==> src/rtl/stsc_pkg.sv <==
`timescale 1ns / 1ps
// Shared types, codes and reset values for the sun tracker servo scan control.
// Used by every module of the block; depends on nothing.
package stsc_pkg;

  // Field widths
  localparam int SAMPLE_BITS = 12;
  localparam int ANGLE_W     = 8;
  localparam int STEP_W      = 4;
  localparam int HOLD_W      = 16;
  localparam int FACTOR_W    = 7;
  localparam int PULSE_W     = 15;
  localparam int PHASE_W     = 2;
  localparam int CMD_W       = 8;
  localparam int CFG_IDX_W   = 3;
  localparam int CFG_DATA_W  = 16;

  // Register values after reset
  localparam logic [ANGLE_W-1:0]  ANGLE_LOW_RST    = 8'd35;
  localparam logic [ANGLE_W-1:0]  ANGLE_HIGH_RST   = 8'd115;
  localparam logic [STEP_W-1:0]   ANGLE_STEP_RST   = 4'd3;
  localparam logic [HOLD_W-1:0]   HOLD_TICKS_RST   = 16'd1000;
  localparam logic [FACTOR_W-1:0] PULSE_FACTOR_RST = 7'd20;

  // Configuration register indexes
  typedef enum logic [CFG_IDX_W-1:0] {
    REG_ANGLE_LOW    = 3'd0,
    REG_ANGLE_HIGH   = 3'd1,
    REG_ANGLE_STEP   = 3'd2,
    REG_HOLD_TICKS   = 3'd3,
    REG_PULSE_FACTOR = 3'd4
  } cfg_reg_t;

  // Command characters
  localparam logic [CMD_W-1:0] CMD_AUTO     = 8'h54; // 'T'
  localparam logic [CMD_W-1:0] CMD_AZ_UP    = 8'h61; // 'a'
  localparam logic [CMD_W-1:0] CMD_AZ_DOWN  = 8'h62; // 'b'
  localparam logic [CMD_W-1:0] CMD_ALT_UP   = 8'h63; // 'c'
  localparam logic [CMD_W-1:0] CMD_ALT_DOWN = 8'h64; // 'd'
  localparam logic [CMD_W-1:0] CMD_STOP     = 8'h73; // 's'

  // Item kinds
  localparam logic KIND_CMD  = 1'b0;
  localparam logic KIND_TICK = 1'b1;

  // Latched manual move
  typedef enum logic [2:0] {
    MOVE_NONE     = 3'd0,
    MOVE_AZ_UP    = 3'd1,
    MOVE_AZ_DOWN  = 3'd2,
    MOVE_ALT_UP   = 3'd3,
    MOVE_ALT_DOWN = 3'd4,
    MOVE_STOP     = 3'd5
  } move_t;

  // Scan sequencer state
  typedef enum logic [3:0] {
    PH_IDLE = 4'b0001,
    PH_AZ   = 4'b0010,
    PH_ALT  = 4'b0100,
    PH_HOLD = 4'b1000
  } phase_t;

  // Phase codes as reported on the result
  localparam logic [PHASE_W-1:0] PHASE_CODE_IDLE = 2'd0;
  localparam logic [PHASE_W-1:0] PHASE_CODE_AZ   = 2'd1;
  localparam logic [PHASE_W-1:0] PHASE_CODE_ALT  = 2'd2;
  localparam logic [PHASE_W-1:0] PHASE_CODE_HOLD = 2'd3;

  typedef struct packed {
    logic [ANGLE_W-1:0]  angle_low;
    logic [ANGLE_W-1:0]  angle_high;
    logic [STEP_W-1:0]   angle_step;
    logic [HOLD_W-1:0]   hold_ticks;
    logic [FACTOR_W-1:0] pulse_factor;
  } cfg_t;

  typedef struct packed {
    logic [ANGLE_W-1:0] azimuth;
    logic [ANGLE_W-1:0] altitude;
    logic               auto_on;
    logic [PHASE_W-1:0] phase;
  } status_t;

  function automatic logic [PHASE_W-1:0] phase_code(input phase_t ph);
    logic [PHASE_W-1:0] code;
    unique case (ph)
      PH_AZ:   code = PHASE_CODE_AZ;
      PH_ALT:  code = PHASE_CODE_ALT;
      PH_HOLD: code = PHASE_CODE_HOLD;
      default: code = PHASE_CODE_IDLE;
    endcase
    return code;
  endfunction

endpackage

==> src/rtl/stsc_cfg.sv <==
`timescale 1ns / 1ps
// Configuration register file for the sun tracker servo scan control.
// Depends on stsc_pkg for widths, indexes and reset values.
module stsc_cfg (
  input  logic                                clk,
  input  logic                                rst,
  input  logic                                cfg_valid,
  output logic                                cfg_ready,
  input  logic [stsc_pkg::CFG_IDX_W-1:0]      cfg_index,
  input  logic [stsc_pkg::CFG_DATA_W-1:0]     cfg_data,
  output stsc_pkg::cfg_t                      cfg
);

  // Always ready; each write is registered
  assign cfg_ready = 1'b1;

  // Write the addressed register, drop writes beyond the list
  always_ff @(posedge clk) begin
    if (rst) begin
      cfg.angle_low    <= stsc_pkg::ANGLE_LOW_RST;
      cfg.angle_high   <= stsc_pkg::ANGLE_HIGH_RST;
      cfg.angle_step   <= stsc_pkg::ANGLE_STEP_RST;
      cfg.hold_ticks   <= stsc_pkg::HOLD_TICKS_RST;
      cfg.pulse_factor <= stsc_pkg::PULSE_FACTOR_RST;
    end else if (cfg_valid && cfg_ready) begin
      unique case (stsc_pkg::cfg_reg_t'(cfg_index))
        stsc_pkg::REG_ANGLE_LOW:    cfg.angle_low    <= cfg_data[stsc_pkg::ANGLE_W-1:0];
        stsc_pkg::REG_ANGLE_HIGH:   cfg.angle_high   <= cfg_data[stsc_pkg::ANGLE_W-1:0];
        stsc_pkg::REG_ANGLE_STEP:   cfg.angle_step   <= cfg_data[stsc_pkg::STEP_W-1:0];
        stsc_pkg::REG_HOLD_TICKS:   cfg.hold_ticks   <= cfg_data[stsc_pkg::HOLD_W-1:0];
        stsc_pkg::REG_PULSE_FACTOR: cfg.pulse_factor <= cfg_data[stsc_pkg::FACTOR_W-1:0];
        default: begin
        end
      endcase
    end
  end

endmodule

==> src/rtl/stsc_core.sv <==
`timescale 1ns / 1ps
// Input register and controller state update (mode, manual moves, scan, hold).
// Depends on stsc_pkg for types and codes.
module stsc_core #(
  parameter int SAMPLE_BITS = stsc_pkg::SAMPLE_BITS
) (
  input  logic                          clk,
  input  logic                          rst,
  input  logic                          in_valid,
  output logic                          in_stall,
  input  logic                          kind,
  input  logic [stsc_pkg::CMD_W-1:0]    command_byte,
  input  logic [SAMPLE_BITS-1:0]        light_sample,
  input  stsc_pkg::cfg_t                cfg,
  input  logic                          st_ready,
  output logic                          st_valid,
  output stsc_pkg::status_t             st
);

  // Input register
  logic                       in_full;
  logic                       kind_q;
  logic [stsc_pkg::CMD_W-1:0] cmd_q;
  logic [SAMPLE_BITS-1:0]     sample_q;

  // Controller state
  logic                           auto_mode, auto_mode_next;
  stsc_pkg::move_t                pending_move, pending_move_next;
  logic [stsc_pkg::ANGLE_W-1:0]   azimuth_angle, azimuth_angle_next;
  logic [stsc_pkg::ANGLE_W-1:0]   altitude_angle, altitude_angle_next;
  stsc_pkg::phase_t               phase, phase_next;
  logic [SAMPLE_BITS-1:0]         best_level, best_level_next;
  logic [stsc_pkg::ANGLE_W-1:0]   best_angle, best_angle_next;
  logic [stsc_pkg::HOLD_W-1:0]    hold_count, hold_count_next;

  // Scan and manual helpers
  logic [stsc_pkg::ANGLE_W-1:0]   axis, axis_new, best_pick;
  logic                           axis_in, take, keep_going;
  logic [stsc_pkg::ANGLE_W:0]     axis_sum, low_sum, high_ext;
  logic [stsc_pkg::ANGLE_W:0]     az_up, alt_up;
  logic [stsc_pkg::HOLD_W-1:0]    hold_inc;

  logic fire, in_ready, st_free;

  // Handshake: update state when the input item moves into the status register
  assign st_free  = !st_valid || st_ready;
  assign fire     = in_full && st_free;
  assign in_ready = !in_full || fire;
  assign in_stall = !in_ready;

  always_ff @(posedge clk) begin
    if (rst) begin
      in_full  <= 1'b0;
      st_valid <= 1'b0;
    end else begin
      if (in_ready) in_full <= in_valid;
      if (st_free) st_valid <= in_full;
    end
  end

  // Hold the item payload
  always_ff @(posedge clk) begin
    if (in_valid && in_ready) begin
      kind_q   <= kind;
      cmd_q    <= command_byte;
      sample_q <= light_sample;
    end
  end

  // Shared scan datapath for the axis being swept
  assign axis       = (phase == stsc_pkg::PH_ALT) ? altitude_angle : azimuth_angle;
  assign axis_in    = axis <= cfg.angle_high;
  assign take       = axis_in && (sample_q > best_level);
  assign best_pick  = take ? axis : best_angle;
  assign axis_sum   = {1'b0, axis} + (stsc_pkg::ANGLE_W + 1)'(cfg.angle_step);
  assign high_ext   = {1'b0, cfg.angle_high};
  assign keep_going = axis_in && (axis_sum <= high_ext);
  assign axis_new   = keep_going ? axis_sum[stsc_pkg::ANGLE_W-1:0] : best_pick;

  // Manual move bounds
  assign az_up   = {1'b0, azimuth_angle} + (stsc_pkg::ANGLE_W + 1)'(cfg.angle_step);
  assign alt_up  = {1'b0, altitude_angle} + (stsc_pkg::ANGLE_W + 1)'(cfg.angle_step);
  assign low_sum = {1'b0, cfg.angle_low} + (stsc_pkg::ANGLE_W + 1)'(cfg.angle_step);

  assign hold_inc = hold_count + stsc_pkg::HOLD_W'(1);

  // Next-state logic for one item
  always_comb begin
    auto_mode_next      = auto_mode;
    pending_move_next   = pending_move;
    azimuth_angle_next  = azimuth_angle;
    altitude_angle_next = altitude_angle;
    phase_next          = phase;
    best_level_next     = best_level;
    best_angle_next     = best_angle;
    hold_count_next     = hold_count;

    if (kind_q == stsc_pkg::KIND_CMD) begin
      // Command byte: set mode, latch a move, leave hold on manual
      if (cmd_q == stsc_pkg::CMD_AUTO) begin
        auto_mode_next = 1'b1;
      end else begin
        auto_mode_next = 1'b0;
        unique case (cmd_q)
          stsc_pkg::CMD_AZ_UP:    pending_move_next = stsc_pkg::MOVE_AZ_UP;
          stsc_pkg::CMD_AZ_DOWN:  pending_move_next = stsc_pkg::MOVE_AZ_DOWN;
          stsc_pkg::CMD_ALT_UP:   pending_move_next = stsc_pkg::MOVE_ALT_UP;
          stsc_pkg::CMD_ALT_DOWN: pending_move_next = stsc_pkg::MOVE_ALT_DOWN;
          stsc_pkg::CMD_STOP:     pending_move_next = stsc_pkg::MOVE_STOP;
          default:                pending_move_next = pending_move;
        endcase
        if (phase == stsc_pkg::PH_HOLD) phase_next = stsc_pkg::PH_IDLE;
      end
    end else begin
      unique case (phase)
        stsc_pkg::PH_AZ, stsc_pkg::PH_ALT: begin
          // Sample, then step or park at the best angle
          if (phase == stsc_pkg::PH_AZ) azimuth_angle_next = axis_new;
          else altitude_angle_next = axis_new;
          if (keep_going) begin
            best_level_next = take ? sample_q : best_level;
            best_angle_next = best_pick;
          end else begin
            best_level_next = '0;
            best_angle_next = cfg.angle_low;
            if (phase == stsc_pkg::PH_AZ) begin
              phase_next          = stsc_pkg::PH_ALT;
              altitude_angle_next = cfg.angle_low;
            end else begin
              phase_next      = stsc_pkg::PH_HOLD;
              hold_count_next = '0;
            end
          end
        end
        stsc_pkg::PH_HOLD: begin
          // Count hold ticks; manual mode ends the hold
          if (!auto_mode) begin
            phase_next = stsc_pkg::PH_IDLE;
          end else begin
            hold_count_next = hold_inc;
            if (hold_inc >= cfg.hold_ticks) phase_next = stsc_pkg::PH_IDLE;
          end
        end
        default: begin
          if (auto_mode) begin
            // Start a scan at the low bound
            phase_next         = stsc_pkg::PH_AZ;
            azimuth_angle_next = cfg.angle_low;
            best_level_next    = '0;
            best_angle_next    = cfg.angle_low;
          end else begin
            // Manual step; clear the move at a limit
            unique case (pending_move)
              stsc_pkg::MOVE_AZ_UP: begin
                if (az_up < high_ext) azimuth_angle_next = az_up[stsc_pkg::ANGLE_W-1:0];
                else pending_move_next = stsc_pkg::MOVE_NONE;
              end
              stsc_pkg::MOVE_AZ_DOWN: begin
                if ({1'b0, azimuth_angle} > low_sum)
                  azimuth_angle_next = azimuth_angle - stsc_pkg::ANGLE_W'(cfg.angle_step);
                else pending_move_next = stsc_pkg::MOVE_NONE;
              end
              stsc_pkg::MOVE_ALT_UP: begin
                if (alt_up < high_ext) altitude_angle_next = alt_up[stsc_pkg::ANGLE_W-1:0];
                else pending_move_next = stsc_pkg::MOVE_NONE;
              end
              stsc_pkg::MOVE_ALT_DOWN: begin
                if ({1'b0, altitude_angle} > low_sum)
                  altitude_angle_next = altitude_angle - stsc_pkg::ANGLE_W'(cfg.angle_step);
                else pending_move_next = stsc_pkg::MOVE_NONE;
              end
              default: pending_move_next = stsc_pkg::MOVE_NONE;
            endcase
          end
        end
      endcase
    end
  end

  // Advance controller state on each item
  always_ff @(posedge clk) begin
    if (rst) begin
      auto_mode      <= 1'b0;
      pending_move   <= stsc_pkg::MOVE_NONE;
      azimuth_angle  <= stsc_pkg::ANGLE_LOW_RST;
      altitude_angle <= stsc_pkg::ANGLE_LOW_RST;
      phase          <= stsc_pkg::PH_IDLE;
      best_level     <= '0;
      best_angle     <= stsc_pkg::ANGLE_LOW_RST;
      hold_count     <= '0;
    end else if (fire) begin
      auto_mode      <= auto_mode_next;
      pending_move   <= pending_move_next;
      azimuth_angle  <= azimuth_angle_next;
      altitude_angle <= altitude_angle_next;
      phase          <= phase_next;
      best_level     <= best_level_next;
      best_angle     <= best_angle_next;
      hold_count     <= hold_count_next;
    end
  end

  // Capture the post-update status for this item
  always_ff @(posedge clk) begin
    if (fire) begin
      st.azimuth  <= azimuth_angle_next;
      st.altitude <= altitude_angle_next;
      st.auto_on  <= auto_mode_next;
      st.phase    <= stsc_pkg::phase_code(phase_next);
    end
  end

endmodule

==> src/rtl/stsc_pulse.sv <==
`timescale 1ns / 1ps
// Pulse multiply and result register: angle times pulse factor per axis.
// Depends on stsc_pkg for widths and the status struct.
module stsc_pulse (
  input  logic                              clk,
  input  logic                              rst,
  input  logic                              st_valid,
  output logic                              st_ready,
  input  stsc_pkg::status_t                 st,
  input  logic [stsc_pkg::FACTOR_W-1:0]     pulse_factor,
  output logic                              out_valid,
  input  logic                              out_stall,
  output logic [stsc_pkg::PULSE_W-1:0]      azimuth_pulse,
  output logic [stsc_pkg::PULSE_W-1:0]      altitude_pulse,
  output logic [stsc_pkg::ANGLE_W-1:0]      azimuth_now,
  output logic [stsc_pkg::ANGLE_W-1:0]      altitude_now,
  output logic                              auto_on,
  output logic [stsc_pkg::PHASE_W-1:0]      phase_now
);

  logic load;

  // Take a new item when the result register is empty or being drained
  assign st_ready = !out_valid || !out_stall;
  assign load     = st_valid && st_ready;

  always_ff @(posedge clk) begin
    if (rst) begin
      out_valid <= 1'b0;
    end else if (st_ready) begin
      out_valid <= st_valid;
    end
  end

  // Multiply and hold the result
  always_ff @(posedge clk) begin
    if (load) begin
      azimuth_pulse  <= stsc_pkg::PULSE_W'(st.azimuth) * stsc_pkg::PULSE_W'(pulse_factor);
      altitude_pulse <= stsc_pkg::PULSE_W'(st.altitude) * stsc_pkg::PULSE_W'(pulse_factor);
      azimuth_now    <= st.azimuth;
      altitude_now   <= st.altitude;
      auto_on        <= st.auto_on;
      phase_now      <= st.phase;
    end
  end

endmodule

==> src/rtl/sun_tracker_servo_scan_control.sv <==
`timescale 1ns / 1ps
// Top level of the two-axis light tracker servo controller.
// Depends on stsc_pkg, stsc_cfg, stsc_core and stsc_pulse.

// Takes one item (command byte or light tick) per clock unless in_stall is high, and returns
// one result per item. An item passes an input register, then a state update of mode, manual
// move, scan sweep and hold counter into a status register, then a result register that
// multiplies each angle by the pulse factor. in_stall rises only when the input, status and
// result registers all hold items and out_stall is high. Configuration writes are taken
// every cycle and must be done while no item is in flight.
module sun_tracker_servo_scan_control #(
  parameter int SAMPLE_BITS = stsc_pkg::SAMPLE_BITS
) (
  input  logic                              clk,
  input  logic                              rst,
  input  logic                              in_valid,
  output logic                              in_stall,
  input  logic                              kind,
  input  logic [stsc_pkg::CMD_W-1:0]        command_byte,
  input  logic [SAMPLE_BITS-1:0]            light_sample,
  output logic                              out_valid,
  input  logic                              out_stall,
  output logic [stsc_pkg::PULSE_W-1:0]      azimuth_pulse,
  output logic [stsc_pkg::PULSE_W-1:0]      altitude_pulse,
  output logic [stsc_pkg::ANGLE_W-1:0]      azimuth_now,
  output logic [stsc_pkg::ANGLE_W-1:0]      altitude_now,
  output logic                              auto_on,
  output logic [stsc_pkg::PHASE_W-1:0]      phase_now,
  input  logic                              cfg_valid,
  output logic                              cfg_ready,
  input  logic [stsc_pkg::CFG_IDX_W-1:0]    cfg_index,
  input  logic [stsc_pkg::CFG_DATA_W-1:0]   cfg_data
);

  stsc_pkg::cfg_t    cfg;
  stsc_pkg::status_t st;
  logic              st_valid, st_ready;

  stsc_cfg u_cfg (
    .clk       (clk),
    .rst       (rst),
    .cfg_valid (cfg_valid),
    .cfg_ready (cfg_ready),
    .cfg_index (cfg_index),
    .cfg_data  (cfg_data),
    .cfg       (cfg)
  );

  stsc_core #(
    .SAMPLE_BITS (SAMPLE_BITS)
  ) u_core (
    .clk          (clk),
    .rst          (rst),
    .in_valid     (in_valid),
    .in_stall     (in_stall),
    .kind         (kind),
    .command_byte (command_byte),
    .light_sample (light_sample),
    .cfg          (cfg),
    .st_ready     (st_ready),
    .st_valid     (st_valid),
    .st           (st)
  );

  stsc_pulse u_pulse (
    .clk            (clk),
    .rst            (rst),
    .st_valid       (st_valid),
    .st_ready       (st_ready),
    .st             (st),
    .pulse_factor   (cfg.pulse_factor),
    .out_valid      (out_valid),
    .out_stall      (out_stall),
    .azimuth_pulse  (azimuth_pulse),
    .altitude_pulse (altitude_pulse),
    .azimuth_now    (azimuth_now),
    .altitude_now   (altitude_now),
    .auto_on        (auto_on),
    .phase_now      (phase_now)
  );

  // A free output side lets the whole pipe advance
  a_no_stall_when_drained: assert property (@(posedge clk) disable iff (rst)
    !out_stall |-> !in_stall)
    else $error("input stalled while output drains");

  // A status item moved on shows up as a result next cycle
  a_status_to_result: assert property (@(posedge clk) disable iff (rst)
    (st_valid && st_ready) |=> out_valid)
    else $error("status item lost before result register");

  // Result angles come from the status item that was loaded
  a_result_angles: assert property (@(posedge clk) disable iff (rst)
    (st_valid && st_ready) |=>
      (azimuth_now == $past(st.azimuth)) && (altitude_now == $past(st.altitude)))
    else $error("result angles differ from loaded status");

endmodule

==> config.mk <==
export PLATFORM = sky130hd
export DESIGN_NAME = sun_tracker_servo_scan_control
export DESIGN_NICKNAME = d
export VERILOG_FILES = /design/src/rtl/stsc_pkg.sv /design/src/rtl/stsc_cfg.sv /design/src/rtl/stsc_core.sv /design/src/rtl/stsc_pulse.sv /design/src/rtl/sun_tracker_servo_scan_control.sv
export SDC_FILE = /design/constraint.sdc
export NUM_CORES = 1
export LEC_CHECK = 0
export ABC_AREA = 1
export BUFFER_PORTS_ARGS = -buffer_cell sky130_fd_sc_hd__buf_4
export CAP_MARGIN = 10
export CORE_AREA = 2 2 174 176
export DETAILED_ROUTE_END_ITERATION = 10
export DIE_AREA = 0 0 176 178
export PLACE_DENSITY = 0.76
export RECOVER_POWER = 100
export SLEW_MARGIN = 15
export SYNTH_ARGS = -nofsm -noshare
export SYNTH_HDL_FRONTEND = slang
export SYNTH_SLANG_ARGS = --single-unit
==> constraint.sdc <==
create_clock -name clk -period 5.7 [get_ports clk]
set_input_delay 0.285 -clock clk [delete_from_list [all_inputs] [get_ports clk]]
set_output_delay 0.285 -clock clk [all_outputs]
set_load 0.05 [all_outputs]
==> impl_metrics.json <==
{
  "seqPwrFrac_pct": 41.1,
  "cp.required_ns": 6.06,
  "cts_made_buffers": 17,
  "status": "finished, violations left",
  "maxCapViolCount": 2,
  "gp_congestion": 1.01,
  "place.detailed.hpwl_um": 33300,
  "drt_iter0_drc": 1242,
  "layout_commonest_cell": "nand2_1",
  "area_growth_pct": 10.0,
  "synth_ff_type": "dfxtp_1",
  "drive_gt1_share_pct": 6.95,
  "grt_use_total_pct": 28.4,
  "gr-total-overflow": 0,
  "intPower_mw": 2.58,
  "antenna_cells": 0,
  "yosysTopAreaCellShare_pct": 16.8,
  "htreeDepth": 4,
  "clk_latency_ns": 0.46,
  "detail_route.first_pass.iterations": 6,
  "core_area_mm2": 0.0294,
  "leakage_nw": 8.75,
  "period_minus_slack_ns": 5.20,
  "syn_area_mm2": 0.0159,
  "startpoint_type": "flop",
  "postLayoutCoreUtil_pct": 59.6,
  "wirelength_um": 43700,
  "end_kind": "flop",
  "viasPerCell": 5.63,
  "cts_setup_buffers": 0,
  "synth_edf_count": 89,
  "die_h_um": 178,
  "grt_max_degree": 68,
  "layout_common_cells": "nand2_1, inv_1, a21oi_1, ha_1, nand3_1",
  "pwr-share-clk_pct": 33.1,
  "worst_pin_slew_ns": 2.72,
  "synth_fp_nets": 2327,
  "switching_share_pct": 34.2,
  "synth_warnings": 0,
  "clock_skew_ns": 0.0217,
  "die_x_um": 176,
  "ir_worst_vdd_uv": 169,
  "ys_types": 59,
  "yosysSeqAreaShare_pct": 30.1,
  "drv_slew": 91,
  "start_util_pct": 54.2,
  "cp_slowest_cell": "dfxtp_1",
  "syn_area_per_cell_um2": 7.76,
  "cp_common_cell": "nand2_1",
  "clock_sinks": 195,
  "cts_resized": 0,
  "violations": "capacitance limit, slew limit",
  "cp.arrival_ns": 5.55,
  "synth.area.top_cells": "edfxtp_1, dfxtp_1, ha_1",
  "io_pins": 97,
  "drtAntennaViolNets": 0,
  "routed-via-count": 14300,
  "drc": 0,
  "power.switching_mw": 1.34,
  "antenna_found_initial": 0,
  "synth_top_cell_by_area": "edfxtp_1",
  "clockRootBuffer": "clkbuf_16",
  "nNetsFinal": 2419,
  "relSlewSlack_pct": -81.2,
  "dieArea_mm2": 0.0313,
  "powerDensity_mw_per_mm2": 223,
  "postSynth.asyncResetShare_pct": 0,
  "tns_ns": 0,
  "grt_pass1_vias": 13800,
  "netlist_instances": 2053,
  "rsz0062_at_grt": "false",
  "port_buffers": 95,
  "setup_violations": 0,
  "crit_type": "flop to flop",
  "combPwrFrac_pct": 25.8,
  "synth_seq_cells": 195,
  "finalHoldViolations": 0,
  "crit_path_max_incr_delay_ns": 0.51,
  "clk_path_buf_depth": 2,
  "cts_tree": "yes",
  "worst-path-max-fanout": 30,
  "finalNonFillerCells": 2548,
  "grt_pass1_wl_um": 69900,
  "hp-class": "input pin to flop",
  "place_inst": 2496,
  "fin_crit_sh_pct": 91.2,
  "fmax_ghz": 0.192,
  "wl_per_cell_um": 17.2,
  "path_clk_slew_ns": 0.08,
  "rows": 63
}
[sequential cells by signal, indices dropped and copies added, names as in the netlist, 4 cells and up]
| name | count |
|---|---|
| u_cfg.cfg | 43 |
| u_core.altitude_angle | 8 |
| u_core.azimuth_angle | 8 |
| u_core.best_angle | 8 |
| u_core.best_level | 12 |
| u_core.cmd_q | 8 |
| u_core.hold_count | 16 |
| u_core.phase | 4 |
| u_core.sample_q | 12 |
| u_core.st | 19 |
| u_pulse.altitude_now | 8 |
| u_pulse.altitude_pulse | 15 |
| u_pulse.azimuth_now | 8 |
| u_pulse.azimuth_pulse | 15 |
[area by class of cell]
cell class / count / area [um2]
repair buffers: 134 / 838
clock buffers: 17 / 425
flip-flops and latches: 195 / 4790
inverters: 349 / 1330
well taps: 390 / 488
multi-input cells: 1448 / 9450
clock inverters: 15 / 210
fillers: 2676 / 11900
[per-layer routing]
metal | global-route usage (%) | share of wire (%) | up-vias
met5 | 0 | 0 | -
met4 | 13.8 | 4.7 | 0
met3 | 4.82 | 7.0 | 130
met2 | 49.3 | 48 | 584
met1 | 34.5 | 41 | 6730
li1 | - | - | 6895
[metrics by stage]
step	instance area [um2]	power, mW	hold slack (ns)	setup slack (ns)
4_1_cts	17800	3.94	0.000850	0.551
3_3_place_gp	17000	2.61	0.454	0.756
5_1_grt	17500	4.11	0.0261	0.0629
6_report	17500	3.92	0.0405	0.504
3_5_place_dp	17000	2.64	0.459	0.586
2_1_floorplan	15900	2.37	0.384	1.14
[path summary, 6_finish.rpt]
path                         from                    to  slack [ns]  depth (start not counted)
max reg2reg       u_core.phase[2]  u_core.hold_count[8]        0.50                         27
min reg2reg  u_core.best_angle[7]  u_core.best_angle[7]        0.47                          2
max               u_core.phase[2]  u_core.hold_count[8]        0.50                         27
min               command_byte[4]       u_core.cmd_q[4]        0.04                          1
[timing repair]
item,CTS,global route
hold buffers,18,2
endpoints found under the hold margin,18,2
setup endpoints to repair,0,0
[cells by family (layout without fill, tap and decap cells)]
logic type                 count (synthesis)  in the layout  share of synthesized area, %
and+or+nand+nor                          810            810                          22.2
DFF                                      195            195                          30.1
AOI/OAI and AO/OA                        348            348                          13.1
buffers and inverters                    410            515                          10.3
xor gates and xnor gates                  60             60                          3.30
other                                      1              1                        0.0235
adders and majority gates                229            229                          21.0
[power by group through the flow]
stage / clock [mW] / combinational [mW] / sequential (mW)
after floorplan: 0 / 0.695 / 1.68
after global placement: 0 / 0.975 / 1.64
after detailed placement: 0 / 1.00 / 1.64
after CTS: 1.31 / 1.02 / 1.61
after global routing: 1.36 / 1.14 / 1.61
final: 1.30 / 1.01 / 1.61
[cell usage after synthesis (3+ instances only)]
cell,number
nor3_1,14
o21bai_1,3
a31oi_1,5
o21ai_1,6
buf_2,14
nand4_1,27
nor2_8,3
edfxtp_1,89
xnor2_1,11
nand3_1,142
a21oi_1,172
a211oi_2,25
buf_6,7
a21o_1,5
nor2_2,4
nand2_2,13
nand2_1,484
nand3b_1,5
xor2_1,49
nor2_1,100
inv_4,3
o211ai_1,22
clkinv_1,6
inv_1,330
inv_2,9
clkbuf_1,35
ha_1,165
o21ai_0,90
dfxtp_1,106
a22oi_1,3
nand3_2,3
and2_1,3
fa_1,64
[critical path: cells and delay by family, from the launching register on]
family                     cells  cell delay (ns)
buffers and inverters          4             0.36
AOI/OAI and AO/OA              3             0.46
xor gates and xnor gates       1             0.19
adders and majority gates      3             0.95
DFF                            1             0.51
and+or+nand+nor               16             2.61
Note: power is estimated with default switching activity, not from simulation.
